`src/design/amsdu_pkg.sv`:
```
package amsdu_pkg;

  // frame layout
  localparam int ADDR_BYTES    = 12;
  localparam int ETH_HDR_BYTES = 14;
  localparam int AGG_HDR_BYTES = 6;
  localparam int AGG_COUNT_POS = 2;
  localparam int MIN_SUB_LEN   = 2;

  // default length table depth
  localparam int LEN_TBL_DEPTH = 256;

  // length entry width
  localparam int LEN_W = 16;

  // where the parser is inside the aggregate
  typedef enum logic [1:0] {
    PH_ETH,
    PH_AGG,
    PH_LEN,
    PH_PAY
  } phase_t;

  // sequencing around the byte stream
  typedef enum logic [1:0] {
    CTL_RUN,
    CTL_ADDR,
    CTL_LDREQ,
    CTL_LDWAIT
  } ctl_t;

endpackage

```
`src/design/amsdu_len_table.sv`:
```
module amsdu_len_table #(
  parameter int DEPTH = amsdu_pkg::LEN_TBL_DEPTH,
  localparam int AW = (DEPTH > 1) ? $clog2(DEPTH) : 1
) (
  input  logic                       clk,
  input  logic                       wr_en,
  input  logic [AW-1:0]              wr_addr,
  input  logic [amsdu_pkg::LEN_W-1:0] wr_data,
  input  logic                       rd_en,
  input  logic [AW-1:0]              rd_addr,
  output logic [amsdu_pkg::LEN_W-1:0] rd_data
);

  logic [amsdu_pkg::LEN_W-1:0] mem [DEPTH];
  logic [amsdu_pkg::LEN_W-1:0] rd_data_r;

  // write port
  always_ff @(posedge clk) begin
    if (wr_en) begin
      mem[wr_addr] <= wr_data;
    end
  end

  // registered read port
  always_ff @(posedge clk) begin
    if (rd_en) begin
      rd_data_r <= mem[rd_addr];
    end
  end

  assign rd_data = rd_data_r;

endmodule

```
`src/design/amsdu_deaggregator_unit.sv`:
```
// channel  | ports                                   | direction
// ---------+-----------------------------------------+----------
// in       | in_valid, in_ready, in_byte,            | input
//          | in_frame_last                           |
// out      | out_valid, out_ready, out_byte,         | output
//          | out_sub_first, out_sub_last,            |
//          | out_sub_index, out_agg_done,            |
//          | out_frame_error                         |
//
// header, length and payload bytes are taken one per cycle, except during
// address replay, length loads or a stalled output; the first payload byte
// of a subframe follows the 12 address bytes from the address register file
// each subframe length comes from the length table (one write and one read port,
// registered read): entering payload after a length table and each boundary into a
// non-last subframe pass through the read request and capture states
// rst_n is synchronous; it clears control state, the tables are not cleared
// a stalled output holds its result and blocks input until taken
module amsdu_deaggregator_unit #(
  parameter int LENGTH_TABLE_DEPTH = amsdu_pkg::LEN_TBL_DEPTH
) (
  input  logic       clk,
  input  logic       rst_n,
  input  logic       in_valid,
  output logic       in_ready,
  input  logic [7:0] in_byte,
  input  logic       in_frame_last,
  output logic       out_valid,
  input  logic       out_ready,
  output logic [7:0] out_byte,
  output logic       out_sub_first,
  output logic       out_sub_last,
  output logic [7:0] out_sub_index,
  output logic       out_agg_done,
  output logic       out_frame_error
);

  localparam int TBL_AW = (LENGTH_TABLE_DEPTH > 1) ? $clog2(LENGTH_TABLE_DEPTH) : 1;
  localparam logic [TBL_AW-1:0] TBL_LAST = TBL_AW'(LENGTH_TABLE_DEPTH - 1);
  localparam int LW = amsdu_pkg::LEN_W;

  // control state
  amsdu_pkg::ctl_t   ctl_r, ctl_nxt;
  amsdu_pkg::phase_t phase_r, phase_nxt;
  logic [9:0]        hbc_r, hbc_nxt;
  logic [7:0]        cnt_r, cnt_nxt;
  logic [7:0]        cur_r, cur_nxt;
  logic [LW-1:0]     left_r, left_nxt;
  logic              seen_r, seen_nxt;
  logic              drop_r, drop_nxt;
  logic              fresh_r, fresh_nxt;
  logic [TBL_AW-1:0] wptr_r, wptr_nxt;
  logic [TBL_AW-1:0] rptr_r, rptr_nxt;
  logic [3:0]        addr_k_r, addr_k_nxt;
  logic              out_valid_r, out_valid_nxt;

  // payload registers
  logic [7:0] hi_r, hi_nxt;
  logic [7:0] addr_store [amsdu_pkg::ADDR_BYTES];
  logic [7:0] hold_byte_r, hold_byte_nxt;
  logic       hold_last_r, hold_last_nxt;
  logic [7:0] hold_idx_r, hold_idx_nxt;
  logic [7:0] out_byte_r, out_byte_nxt;
  logic       out_first_r, out_first_nxt;
  logic       out_last_r, out_last_nxt;
  logic [7:0] out_idx_r, out_idx_nxt;
  logic       out_done_r, out_done_nxt;
  logic       out_err_r, out_err_nxt;

  // helpers
  logic          out_free;
  logic          in_acc;
  logic          out_ld;
  logic          addr_we;
  logic [3:0]    addr_wa;
  logic          tbl_we;
  logic [LW-1:0] tbl_wdata;
  logic          tbl_re;
  logic [LW-1:0] tbl_rdata;
  logic [9:0]    hbc_inc;
  logic [8:0]    len_total;
  logic          nonlast;
  logic          raise_err;
  logic          new_frame;
  logic [LW-1:0] len_word;

  assign out_free  = !out_valid_r || out_ready;
  assign in_ready  = (ctl_r == amsdu_pkg::CTL_RUN) && out_free;
  assign in_acc    = in_valid && in_ready;
  assign hbc_inc   = hbc_r + 10'd1;
  assign len_total = {cnt_r - 8'd1, 1'b0};
  assign nonlast   = ({1'b0, cur_r} + 9'd1) < {1'b0, cnt_r};
  assign len_word  = {hi_r, in_byte};
  assign tbl_wdata = len_word;
  assign tbl_re    = (ctl_r == amsdu_pkg::CTL_LDREQ);

  // subframe length table
  amsdu_len_table #(
    .DEPTH (LENGTH_TABLE_DEPTH)
  ) u_len_table (
    .clk     (clk),
    .wr_en   (tbl_we),
    .wr_addr (wptr_r),
    .wr_data (tbl_wdata),
    .rd_en   (tbl_re),
    .rd_addr (rptr_r),
    .rd_data (tbl_rdata)
  );

  // parser and output sequencing
  always_comb begin
    ctl_nxt       = ctl_r;
    phase_nxt     = phase_r;
    hbc_nxt       = hbc_r;
    cnt_nxt       = cnt_r;
    cur_nxt       = cur_r;
    left_nxt      = left_r;
    seen_nxt      = seen_r;
    drop_nxt      = drop_r;
    fresh_nxt     = fresh_r;
    wptr_nxt      = wptr_r;
    rptr_nxt      = rptr_r;
    addr_k_nxt    = addr_k_r;
    hi_nxt        = hi_r;
    hold_byte_nxt = hold_byte_r;
    hold_last_nxt = hold_last_r;
    hold_idx_nxt  = hold_idx_r;
    out_ld        = 1'b0;
    out_byte_nxt  = out_byte_r;
    out_first_nxt = out_first_r;
    out_last_nxt  = out_last_r;
    out_idx_nxt   = out_idx_r;
    out_done_nxt  = out_done_r;
    out_err_nxt   = out_err_r;
    addr_we       = 1'b0;
    addr_wa       = hbc_r[3:0];
    tbl_we        = 1'b0;
    raise_err     = 1'b0;
    new_frame     = 1'b0;

    unique case (ctl_r)
      amsdu_pkg::CTL_RUN: begin
        if (in_acc) begin
          if (drop_r) begin
            // swallow the rest of a bad aggregate
            new_frame = in_frame_last;
          end else begin
            unique case (phase_r)
              amsdu_pkg::PH_ETH: begin
                if (in_frame_last) begin
                  raise_err = 1'b1;
                end else begin
                  addr_we = hbc_r < 10'(amsdu_pkg::ADDR_BYTES);
                  hbc_nxt = hbc_inc;
                  if (hbc_r == 10'(amsdu_pkg::ETH_HDR_BYTES - 1)) begin
                    phase_nxt = amsdu_pkg::PH_AGG;
                    hbc_nxt   = '0;
                  end
                end
              end
              amsdu_pkg::PH_AGG: begin
                if (in_frame_last) begin
                  raise_err = 1'b1;
                end else if (hbc_r == 10'(amsdu_pkg::AGG_COUNT_POS) && in_byte == 8'd0) begin
                  raise_err = 1'b1;
                end else begin
                  if (hbc_r == 10'(amsdu_pkg::AGG_COUNT_POS)) begin
                    cnt_nxt = in_byte;
                  end
                  hbc_nxt = hbc_inc;
                  if (hbc_r == 10'(amsdu_pkg::AGG_HDR_BYTES - 1)) begin
                    hbc_nxt = '0;
                    if (cnt_r == 8'd1) begin
                      // single subframe takes the whole payload
                      phase_nxt = amsdu_pkg::PH_PAY;
                      cur_nxt   = '0;
                      seen_nxt  = 1'b0;
                      left_nxt  = '0;
                    end else begin
                      phase_nxt = amsdu_pkg::PH_LEN;
                      wptr_nxt  = '0;
                    end
                  end
                end
              end
              amsdu_pkg::PH_LEN: begin
                if (in_frame_last) begin
                  raise_err = 1'b1;
                end else if (!hbc_r[0]) begin
                  hi_nxt  = in_byte;
                  hbc_nxt = hbc_inc;
                end else if (len_word < LW'(amsdu_pkg::MIN_SUB_LEN)) begin
                  raise_err = 1'b1;
                end else begin
                  tbl_we   = 1'b1;
                  wptr_nxt = (wptr_r == TBL_LAST) ? '0 : wptr_r + 1'b1;
                  hbc_nxt  = hbc_inc;
                  if (hbc_inc == {1'b0, len_total}) begin
                    // table complete, fetch the first length
                    hbc_nxt   = '0;
                    phase_nxt = amsdu_pkg::PH_PAY;
                    cur_nxt   = '0;
                    seen_nxt  = 1'b0;
                    rptr_nxt  = '0;
                    ctl_nxt   = amsdu_pkg::CTL_LDREQ;
                  end
                end
              end
              amsdu_pkg::PH_PAY: begin
                if (nonlast) begin
                  if (in_frame_last) begin
                    raise_err = 1'b1;
                  end else begin
                    left_nxt  = left_r - 1'b1;
                    fresh_nxt = 1'b0;
                    if (left_r == LW'(1)) begin
                      // subframe boundary
                      cur_nxt  = cur_r + 8'd1;
                      seen_nxt = 1'b0;
                      if (({1'b0, cur_r} + 9'd2) < {1'b0, cnt_r}) begin
                        rptr_nxt = (rptr_r == TBL_LAST) ? '0 : rptr_r + 1'b1;
                        ctl_nxt  = amsdu_pkg::CTL_LDREQ;
                      end
                    end
                    out_ld = 1'b1;
                    if (fresh_r) begin
                      hold_byte_nxt = in_byte;
                      hold_last_nxt = 1'b0;
                      hold_idx_nxt  = cur_r;
                      addr_k_nxt    = 4'd1;
                      ctl_nxt       = amsdu_pkg::CTL_ADDR;
                      out_byte_nxt  = addr_store[0];
                      out_first_nxt = 1'b1;
                      out_last_nxt  = 1'b0;
                    end else begin
                      out_byte_nxt  = in_byte;
                      out_first_nxt = 1'b0;
                      out_last_nxt  = (left_r == LW'(1));
                    end
                    out_idx_nxt  = cur_r;
                    out_done_nxt = 1'b0;
                    out_err_nxt  = 1'b0;
                  end
                end else if (!seen_r && in_frame_last) begin
                  raise_err = 1'b1;
                end else begin
                  // last subframe runs to the frame end
                  seen_nxt     = 1'b1;
                  new_frame    = in_frame_last;
                  out_ld       = 1'b1;
                  out_idx_nxt  = cur_r;
                  out_err_nxt  = 1'b0;
                  if (!seen_r) begin
                    hold_byte_nxt = in_byte;
                    hold_last_nxt = in_frame_last;
                    hold_idx_nxt  = cur_r;
                    addr_k_nxt    = 4'd1;
                    ctl_nxt       = amsdu_pkg::CTL_ADDR;
                    out_byte_nxt  = addr_store[0];
                    out_first_nxt = 1'b1;
                    out_last_nxt  = 1'b0;
                    out_done_nxt  = 1'b0;
                  end else begin
                    out_byte_nxt  = in_byte;
                    out_first_nxt = 1'b0;
                    out_last_nxt  = in_frame_last;
                    out_done_nxt  = in_frame_last;
                  end
                end
              end
              default: begin
                phase_nxt = amsdu_pkg::PH_ETH;
              end
            endcase

            // single error transaction
            if (raise_err) begin
              out_ld        = 1'b1;
              out_byte_nxt  = '0;
              out_first_nxt = 1'b0;
              out_last_nxt  = 1'b0;
              out_idx_nxt   = '0;
              out_done_nxt  = 1'b1;
              out_err_nxt   = 1'b1;
              ctl_nxt       = amsdu_pkg::CTL_RUN;
              if (in_frame_last) begin
                new_frame = 1'b1;
              end else begin
                drop_nxt = 1'b1;
              end
            end
          end
        end
      end
      amsdu_pkg::CTL_ADDR: begin
        // replay stored addresses, then the held payload byte
        if (out_free) begin
          out_ld        = 1'b1;
          out_first_nxt = 1'b0;
          out_idx_nxt   = hold_idx_r;
          out_err_nxt   = 1'b0;
          if (addr_k_r < 4'(amsdu_pkg::ADDR_BYTES)) begin
            out_byte_nxt = addr_store[addr_k_r];
            out_last_nxt = 1'b0;
            out_done_nxt = 1'b0;
            addr_k_nxt   = addr_k_r + 4'd1;
          end else begin
            out_byte_nxt = hold_byte_r;
            out_last_nxt = hold_last_r;
            out_done_nxt = hold_last_r;
            ctl_nxt      = amsdu_pkg::CTL_RUN;
          end
        end
      end
      amsdu_pkg::CTL_LDREQ: begin
        ctl_nxt = amsdu_pkg::CTL_LDWAIT;
      end
      amsdu_pkg::CTL_LDWAIT: begin
        left_nxt  = tbl_rdata;
        fresh_nxt = 1'b1;
        ctl_nxt   = amsdu_pkg::CTL_RUN;
      end
      default: begin
        ctl_nxt = amsdu_pkg::CTL_RUN;
      end
    endcase

    // restart parsing for the next aggregate
    if (new_frame) begin
      phase_nxt = amsdu_pkg::PH_ETH;
      hbc_nxt   = '0;
      cnt_nxt   = '0;
      cur_nxt   = '0;
      left_nxt  = '0;
      seen_nxt  = 1'b0;
      drop_nxt  = 1'b0;
      fresh_nxt = 1'b0;
    end
  end

  assign out_valid_nxt = out_ld ? 1'b1 : (out_ready ? 1'b0 : out_valid_r);

  // control registers
  always_ff @(posedge clk) begin
    if (!rst_n) begin
      ctl_r       <= amsdu_pkg::CTL_RUN;
      phase_r     <= amsdu_pkg::PH_ETH;
      hbc_r       <= '0;
      cnt_r       <= '0;
      cur_r       <= '0;
      left_r      <= '0;
      seen_r      <= 1'b0;
      drop_r      <= 1'b0;
      fresh_r     <= 1'b0;
      wptr_r      <= '0;
      rptr_r      <= '0;
      addr_k_r    <= '0;
      out_valid_r <= 1'b0;
    end else begin
      ctl_r       <= ctl_nxt;
      phase_r     <= phase_nxt;
      hbc_r       <= hbc_nxt;
      cnt_r       <= cnt_nxt;
      cur_r       <= cur_nxt;
      left_r      <= left_nxt;
      seen_r      <= seen_nxt;
      drop_r      <= drop_nxt;
      fresh_r     <= fresh_nxt;
      wptr_r      <= wptr_nxt;
      rptr_r      <= rptr_nxt;
      addr_k_r    <= addr_k_nxt;
      out_valid_r <= out_valid_nxt;
    end
  end

  // payload registers
  always_ff @(posedge clk) begin
    hi_r        <= hi_nxt;
    hold_byte_r <= hold_byte_nxt;
    hold_last_r <= hold_last_nxt;
    hold_idx_r  <= hold_idx_nxt;
    out_byte_r  <= out_byte_nxt;
    out_first_r <= out_first_nxt;
    out_last_r  <= out_last_nxt;
    out_idx_r   <= out_idx_nxt;
    out_done_r  <= out_done_nxt;
    out_err_r   <= out_err_nxt;
  end

  // address store
  always_ff @(posedge clk) begin
    if (addr_we) begin
      addr_store[addr_wa] <= in_byte;
    end
  end

  assign out_valid       = out_valid_r;
  assign out_byte        = out_byte_r;
  assign out_sub_first   = out_first_r;
  assign out_sub_last    = out_last_r;
  assign out_sub_index   = out_idx_r;
  assign out_agg_done    = out_done_r;
  assign out_frame_error = out_err_r;

`ifndef SYNTHESIS
  // error transactions always close the aggregate
  a_err_done: assert property (@(posedge clk) disable iff (!rst_n)
    out_valid_r && out_err_r |-> out_done_r && !out_first_r && !out_last_r)
    else $error("error transaction without agg_done");

  // address replay index stays inside the store plus the held byte
  a_addr_k: assert property (@(posedge clk) disable iff (!rst_n)
    ctl_r == amsdu_pkg::CTL_ADDR |-> addr_k_r != 4'd0 &&
      addr_k_r <= 4'(amsdu_pkg::ADDR_BYTES))
    else $error("address replay index out of range");

  // a table read request is always followed in the next cycle by the capture state
  a_load_seq: assert property (@(posedge clk) disable iff (!rst_n)
    ctl_r == amsdu_pkg::CTL_LDREQ |=> ctl_r == amsdu_pkg::CTL_LDWAIT)
    else $error("length table read not followed by capture");

  // a non-last subframe never runs with an empty length
  a_left_nonzero: assert property (@(posedge clk) disable iff (!rst_n)
    ctl_r == amsdu_pkg::CTL_RUN && phase_r == amsdu_pkg::PH_PAY && !drop_r &&
      nonlast |-> left_r != '0)
    else $error("non-last subframe with zero bytes left");
`endif

endmodule
```
`config.mk`:
```
export PLATFORM = sky130hd
export DESIGN_NAME = amsdu_deaggregator_unit
export DESIGN_NICKNAME = d
export VERILOG_FILES = /design/src/design/amsdu_pkg.sv /design/src/design/amsdu_len_table.sv /design/src/design/amsdu_deaggregator_unit.sv
export SDC_FILE = /design/constraint.sdc
export NUM_CORES = 2
export LEC_CHECK = 0
export BUFFER_PORTS_ARGS = -buffer_cell sky130_fd_sc_hd__buf_2
export CAP_MARGIN = 20
export CELL_PAD_IN_SITES_DETAIL_PLACEMENT = 1
export CELL_PAD_IN_SITES_GLOBAL_PLACEMENT = 2
export CORE_MARGIN = 1.5
export CORE_UTILIZATION = 48
export DETAILED_ROUTE_END_ITERATION = 8
export PLACE_DENSITY_LB_ADDON = 0.05
export SYNTH_ARGS = -nofsm -noshare
export SYNTH_HDL_FRONTEND = slang
export SYNTH_MEMORY_MAX_BITS = 65536
export SYNTH_SLANG_ARGS = --single-unit
```
`constraint.sdc`:
```
create_clock -name clk -period 8.69 [get_ports clk]
set_input_delay 1.3035 -clock clk [delete_from_list [all_inputs] [get_ports clk]]
set_output_delay 1.3035 -clock clk [all_outputs]
set_load 0.05 [all_outputs]
```
* Word level (Yosys, flattened, before mapping) *
Memory sizes are Yosys's and may differ from the RTL's. A register that Yosys moved wholly into a read port is not among the register bits.
Index checks and enable logic that the tools add are counted.
W data, S select, Z words.

operators by class
  add/sub/neg operators = 9
  magnitude comparators = 5
  eq/ne operators = 69
  muxes and demuxes = 229
  bitwise logic cells = 5
  reduce and logical (&&, ||, !) cells = 34

operator list
  kind                     count
  $mux W8                  53
  $mux W16                 8
  $mux W1                  102
  $mux W10                 9
  $pmux W16 S2             2
  $pmux W8 S2              4
  $mux W2                  25
  $ne A2 B2 Y1 const B     25
  $mux W4                  12
  $ne A3 B3 Y1 const B     14
  $pmux W10 S3             1
  $reduce_and A15 Y1       2
  $add A8 B1 Y8 const B    3
  $pmux W8 S3              1
  $reduce_and A10 Y1       2
  $lt A9 B8 Y1             2
  $eq A16 B1 Y1 const B    1
  $eq A8 B8 Y1 const B     2
  $lt A16 B2 Y1 const B    1
  $ne A4 B4 Y1 const B     4
  $reduce_and A8 Y1        2
  $sub A16 B1 Y16 const B  1
  $ne A5 B5 Y1 const B     3
  $reduce_and A14 Y1       1
  42 further kinds         71

storage, ports and cells
  register bits after elaboration = 115
  memory bits (writable) = 4,192
  input port bits = 13
  output and inout bits = 22
  logic and storage cells = 377
  memories = 2

memories
  name             words  bits a word  read ports  clocked after Yosys merged registers in  wr ports  line                           text
  u_len_table.mem  256    16           1           1                                        1         amsdu_len_table.sv:14          logic [amsdu_pkg::LEN_W-1:0] mem [DEPTH];
  addr_store       12     8            2           1                                        1         amsdu_deaggregator_unit.sv:58  logic [7:0] addr_store [amsdu_pkg::ADDR_BYTES];

* Logic depth before layout (Yosys ltp) *
  depth after elaboration = 13
  mapped depth = 16
  gate-level depth less buffers = 14

* Hierarchy *
From an unflattened synthesis, not the netlist that was laid out.

unflattened totals
  cells, all modules = 8,384
  area, all modules = 169,543.9 um^2

by module, submodules not included
  module                   times used  cells each  area an instance (um^2)  seq. area each (um^2)
  amsdu_len_table          1           7,407       158,858.6                123,478.4
  amsdu_deaggregator_unit  1           977         10,685.2                 5,715.5

* Least setup slack after synthesis *
No wires, ideal clock.

  path kind = register to register
  from = register hi_r[7]
  to = memory u_len_table.mem[131][0] in the netlist's numbering (enable)
  setup time = 0.388 ns
  data arrival time = 5.958 ns
  required time = 8.302 ns
  path slack = 2.344 ns
  stages on the path, launching flop included = 9
  path buffers = 3
  clock period less this slack = 6.346 ns
  cells stage by stage = edfxtp_1 nor4_1 and4_1 clkbuf_1 nor3_1 clkbuf_1 nand3_1 clkbuf_1 nor2_1

on the way
  cells in the longest elaborated chain, start to end = 10

ends and longest elaborated chain
  item                           line                            text
  from (decl)                    amsdu_deaggregator_unit.sv:57   logic [7:0] hi_r, hi_nxt;
  from (signal assigned)         amsdu_deaggregator_unit.sv:377  hi_r <= hi_nxt;
  $lt A16 B2 Y1                  amsdu_deaggregator_unit.sv:191  end else if (len_word < LW'(amsdu_pkg::MIN_SUB_LEN)) begin
  $mux W1                        amsdu_deaggregator_unit.sv:191
  $mux W1                        amsdu_deaggregator_unit.sv:188  end else if (!hbc_r[0]) begin
  $mux W1                        amsdu_deaggregator_unit.sv:186  if (in_frame_last) begin
  $mux W1                        amsdu_deaggregator_unit.sv:147  unique case (phase_r)
  $mux W1                        amsdu_deaggregator_unit.sv:143  if (drop_r) begin
  $mux W1                        amsdu_deaggregator_unit.sv:142  if (in_acc) begin
  $mux W1                        amsdu_deaggregator_unit.sv:140  unique case (ctl_r)
  $mux W1                        amsdu_len_table.sv:19           if (wr_en) begin
  $mux W1 (not written as such)  amsdu_len_table.sv:20           mem[wr_addr] <= wr_data;
  to (decl)                      amsdu_len_table.sv:14

Every way passes these cells.

* Worst setup path after layout *
  from = register ctl_r[0]
  to = memory u_len_table.mem[66][13] in the netlist's numbering (enable)

on the way
  cells in the longest elaborated chain, start to end = 7

ends and longest elaborated chain
  item                               line                                                           text
  from (decl)                        amsdu_deaggregator_unit.sv:42                                  amsdu_pkg::ctl_t ctl_r, ctl_nxt;
  from (signal assigned)             amsdu_deaggregator_unit.sv:345                                 ctl_r <= amsdu_pkg::CTL_RUN;
  from (signal assigned)             amsdu_deaggregator_unit.sv:359                                 ctl_r <= ctl_nxt;
  $logic_not A2 Y1 (*)               amsdu_deaggregator_unit.sv:87, amsdu_deaggregator_unit.sv:140
  $logic_and A1 B1 Y1                amsdu_deaggregator_unit.sv:87                                  assign in_ready = (ctl_r == amsdu_pkg::CTL_RUN) && out_free;
  $logic_and A1 B1 Y1                amsdu_deaggregator_unit.sv:88                                  assign in_acc = in_valid && in_ready;
  $mux W1                            amsdu_deaggregator_unit.sv:142
  $mux W1 (*)                        amsdu_deaggregator_unit.sv:140
  $mux W1 (*)                        amsdu_len_table.sv:19
  $mux W1 (not written as such) (*)  amsdu_len_table.sv:20

Mark *: on every way between the ends. The rest lies on a longest branch, timed or not.

==> summary.md <==
| Metric | Value |
|---|---|
| Status | `finished, violations left` |
| Failing checks | `max-slew violations` |
| Clock-pin slew on the worst setup and hold paths | `60 ps` |
| CP startpoint kind | `flip-flop` |
| Post-synthesis mux area share | `18.3%` |
| Post-Place Cells | `11875` |
| Crit end category | `flip-flop` |
| Site Rows | `216` |
| Post-CTS Resized | `0` |
| Drt pass-1 iters | `5` |
| First-pass GRT wire length | `638000 µm` |
| DRC | `0` |
| Fin worst setup slack | `3390 ps` |
| # setup viols final | `0` |
| Layout Cells excl Fill | `12721` |
| Detailed-route wire length per cell | `35.4 µm` |
| Vias/cell | `6.17` |
| I/O pins | `35` |
| Total GRT Usage | `25.6%` |
| Largest area contributor in the netlist | `edfxtp_1` |
| Worst Path Arrival | `5890 ps` |
| WP data required | `9280 ps` |
| Yosys top cell area share | `76.2%` |
| Post-synthesis cell type count | `68` |
| Root Buffer | `clkbuf_16` |
| Rel. slew slack | `-12.2%` |
| Port bufs | `34` |
| Synth area leaders | `edfxtp_1 (76%), mux4_2 (18%), dfxtp_1 (0.88%)` |
| Largest net degree at the start of global routing | `192` |
| Die Width | `594 µm` |
| Initial antenna violation count | `26` |
| Power density cells | `226 nW/µm²` |
| Simple-gate share of the synthesized area | `2.01%` |
| Total number of vias | `78517` |
| Pre-CTS WS | `2640 ps` |
| Layout Skew | `44.3 ps` |
| Total detailed-routing wirelength | `450000 µm` |
| Largest family of logic cells by synthesized area | `multiplexers` |
| Worst Path Max Fanout | `18` |
| Initial DRC Count | `8185` |
| H-tree level count | `5` |
| Post-synthesis xor/xnor area fraction | `0.146%` |
| Area grow syn2layout | `13.3%` |
| Nets@finish | `7806` |
| Post-DP HPWL | `263000 µm` |
| Crit Path Class | `reg2reg` |
| Hold crit path type | `reg2reg` |
| Post-Syn Area | `168000 µm²` |
| Crit path time final | `5300 ps` |
| Leakage Power | `57.1 nW` |
| Cts hold-fix bufs | `0` |
| Worst path max stage delay | `1120 ps` |
| Cell area after layout | `190000 µm²` |
| Total power | `0.0430 W` |
| Die H | `594 µm` |
| Die ar. | `353000 µm²` |
| Share of cells above drive strength 1 | `30.7%` |
| Register area share after synthesis | `77.1%` |
| Worst-path cell chain | `inv_1 > ha_1 > nand4b_1 > nor2_1 > nand2_1 > nor3_2 > buf_4 > nand3_1 > nor2_2` |
| Yosys reg bits | `4327` |
| Number of global-route vias before repair | `82006` |
| F_max | `0.189 GHz` |
| Num CTS Buffers | `449` |
| CP max stage cell | `nor2_2` |
| Syn Area/Cell | `22.9 µm²` |
| Max Slew Vio Count | `104` |
| Endpoints failing hold | `0` |
| Net Count, Synth | `7370` |
| Placeable Area | `347000 µm²` |
| Congestion Overflow GR | `0` |
| MaxCap Viol Count | `0` |
| CTS tree | `yes` |
| Cells after synthesis | `7318` |
| Adder-Cell Fraction of Synth Area | `0.291%` |
| Starting Density | `48.3%` |
| Post-synth EDFFs | `4253` |
| Max VDD drop | `167 µV` |
| Placed inst area | `175000 µm²` |
| Fin crit share | `61.0%` |
| Gpl congestion | `0.789` |
| Post-synthesis compound-gate area fraction | `1.15%` |
| Max Buffers Root-to-Sink | `4` |
| Ys async rst share | `0%` |
| Setup TNS Final | `0 ps` |
| RSZ-0062 raised after global routing | `false` |
| Skew-Pair Late Insertion Delay | `990 ps` |
| Setup bufs post-CTS | `0` |
| Synth warnings | `0` |
| Clock sink count | `4327` |
| Slew @ Worst Pin | `1680 ps` |
| Post-synth top flop | `edfxtp_1` |
| Final ANT Viol Nets | `0` |
[report_power, final]
| group | switching (W) | leakage, nW | internal (W) |
|---|---|---|---|
| clock network | 0.00808 | 7.13 | 0.0111 |
| registers | 0.0000472 | 38.8 | 0.0228 |
| logic | 0.000706 | 11.2 | 0.000211 |
| total | 0.00883 | 57.1 | 0.0342 |
[flip-flops by register name (all words and copies together) (netlist names), 10 cells and up, named ones only]
register	count
u_len_table.mem	4096
u_len_table.rd_data	16
left_r	16
addr_store	96
hbc_r	10
[cells in the mapped netlist (all sizes together) (7+ instances only)]
master / number
mux2: 17
a21oi: 111
and4: 7
mux4: 1332
nor3: 22
inv: 33
ha: 39
and2: 21
a221o: 16
dfxtp: 74
o22ai: 26
edfxtp: 4253
nand2: 204
clkbuf: 277
buf: 146
o21ai: 62
and3: 21
nand3: 50
mux2i: 47
nand4: 18
a211oi: 18
xnor2: 19
o31ai: 9
nor4: 12
nor2: 348
a31oi: 13
or3: 7
nand2b: 13
nor2b: 15
xor2: 9
[metal layers]
layer	GRT usage (%)	vias to the layer above	share of wire [%]
met2	41.6	2404	49
li1	-	32007	-
met5	0	-	0.0024
met3	3.14	537	5.4
met4	6.08	2	2.4
met1	37.3	43567	43
[placed cells by master, fill, tap and decap left out, types with 52 or more instances in the layout]
cell          n
edfxtp_1   4253
mux4_2     1332
clkbuf_16   455
buf_4       341
nor2_1      296
nand2_1     192
clkinv_1    113
a21oi_1     111
clkinv_2     96
clkbuf_1     79
dfxtp_1      68
o21ai_0      62
nor2_2       52
bufinv_16    52
[final timing paths]
kind / from / to / slack, ps / depth (start not counted)
hold reg to reg: left_r[15]$_SDFFE_PP0P_ / left_r[15]$_SDFFE_PP0P_ / 490 / 2
setup / recovery: ctl_r[0]$_SDFFE_PN0P_ / u_len_table.mem[66][13]$_DFFE_PP_ / 3390 / 9
hold / removal: left_r[15]$_SDFFE_PP0P_ / left_r[15]$_SDFFE_PP0P_ / 490 / 2
setup reg to reg: ctl_r[0]$_SDFFE_PN0P_ / u_len_table.mem[66][13]$_DFFE_PP_ / 3390 / 9
[per-stage QoR]
| stage | utilization [%] | hold slack, ps |
|---|---|---|
| after floorplan | - | 406 |
| after global placement | 50.5 | 472 |
| after detailed placement | 50.5 | 479 |
| after CTS | 54.7 | 488 |
| after global routing | 54.8 | 525 |
| final | 54.8 | 488 |
[layout make-up]
| cell class | count | area [µm²] |
|---|---|---|
| fill | 29047 | 157000 |
| sequential | 4327 | 129000 |
| multi-input combinational | 2533 | 36900 |
| clock buffer | 534 | 11700 |
| tap | 4578 | 5730 |
| timing repair buffer | 408 | 3430 |
| clock inverter | 300 | 2890 |
| inverter | 35 | 139 |
| antenna | 6 | 15.0 |
[cells by family (layout without fill, tap and decap cells)]
kind of cell,Yosys count,count (layout)
flip-flops,4327,4327
multiplexers,1396,1396
AND/OR/NAND/NOR,764,764
buffers and inverters,458,1277
AO/OA/AOI/OAI,306,306
adder cells (fa/ha/maj),39,39
XOR/XNOR,28,28
other,0,6
[worst max-delay path: cells and delay by family, from the launching register on]
| kind | cells | cell delay, ps |
|---|---|---|
| fa+ha+maj | 1 | 460 |
| buf+inv | 2 | 710 |
| flops | 1 | 350 |
| simple gates | 6 | 3360 |
No activity file was read; power rests on OpenSTA's default activity.
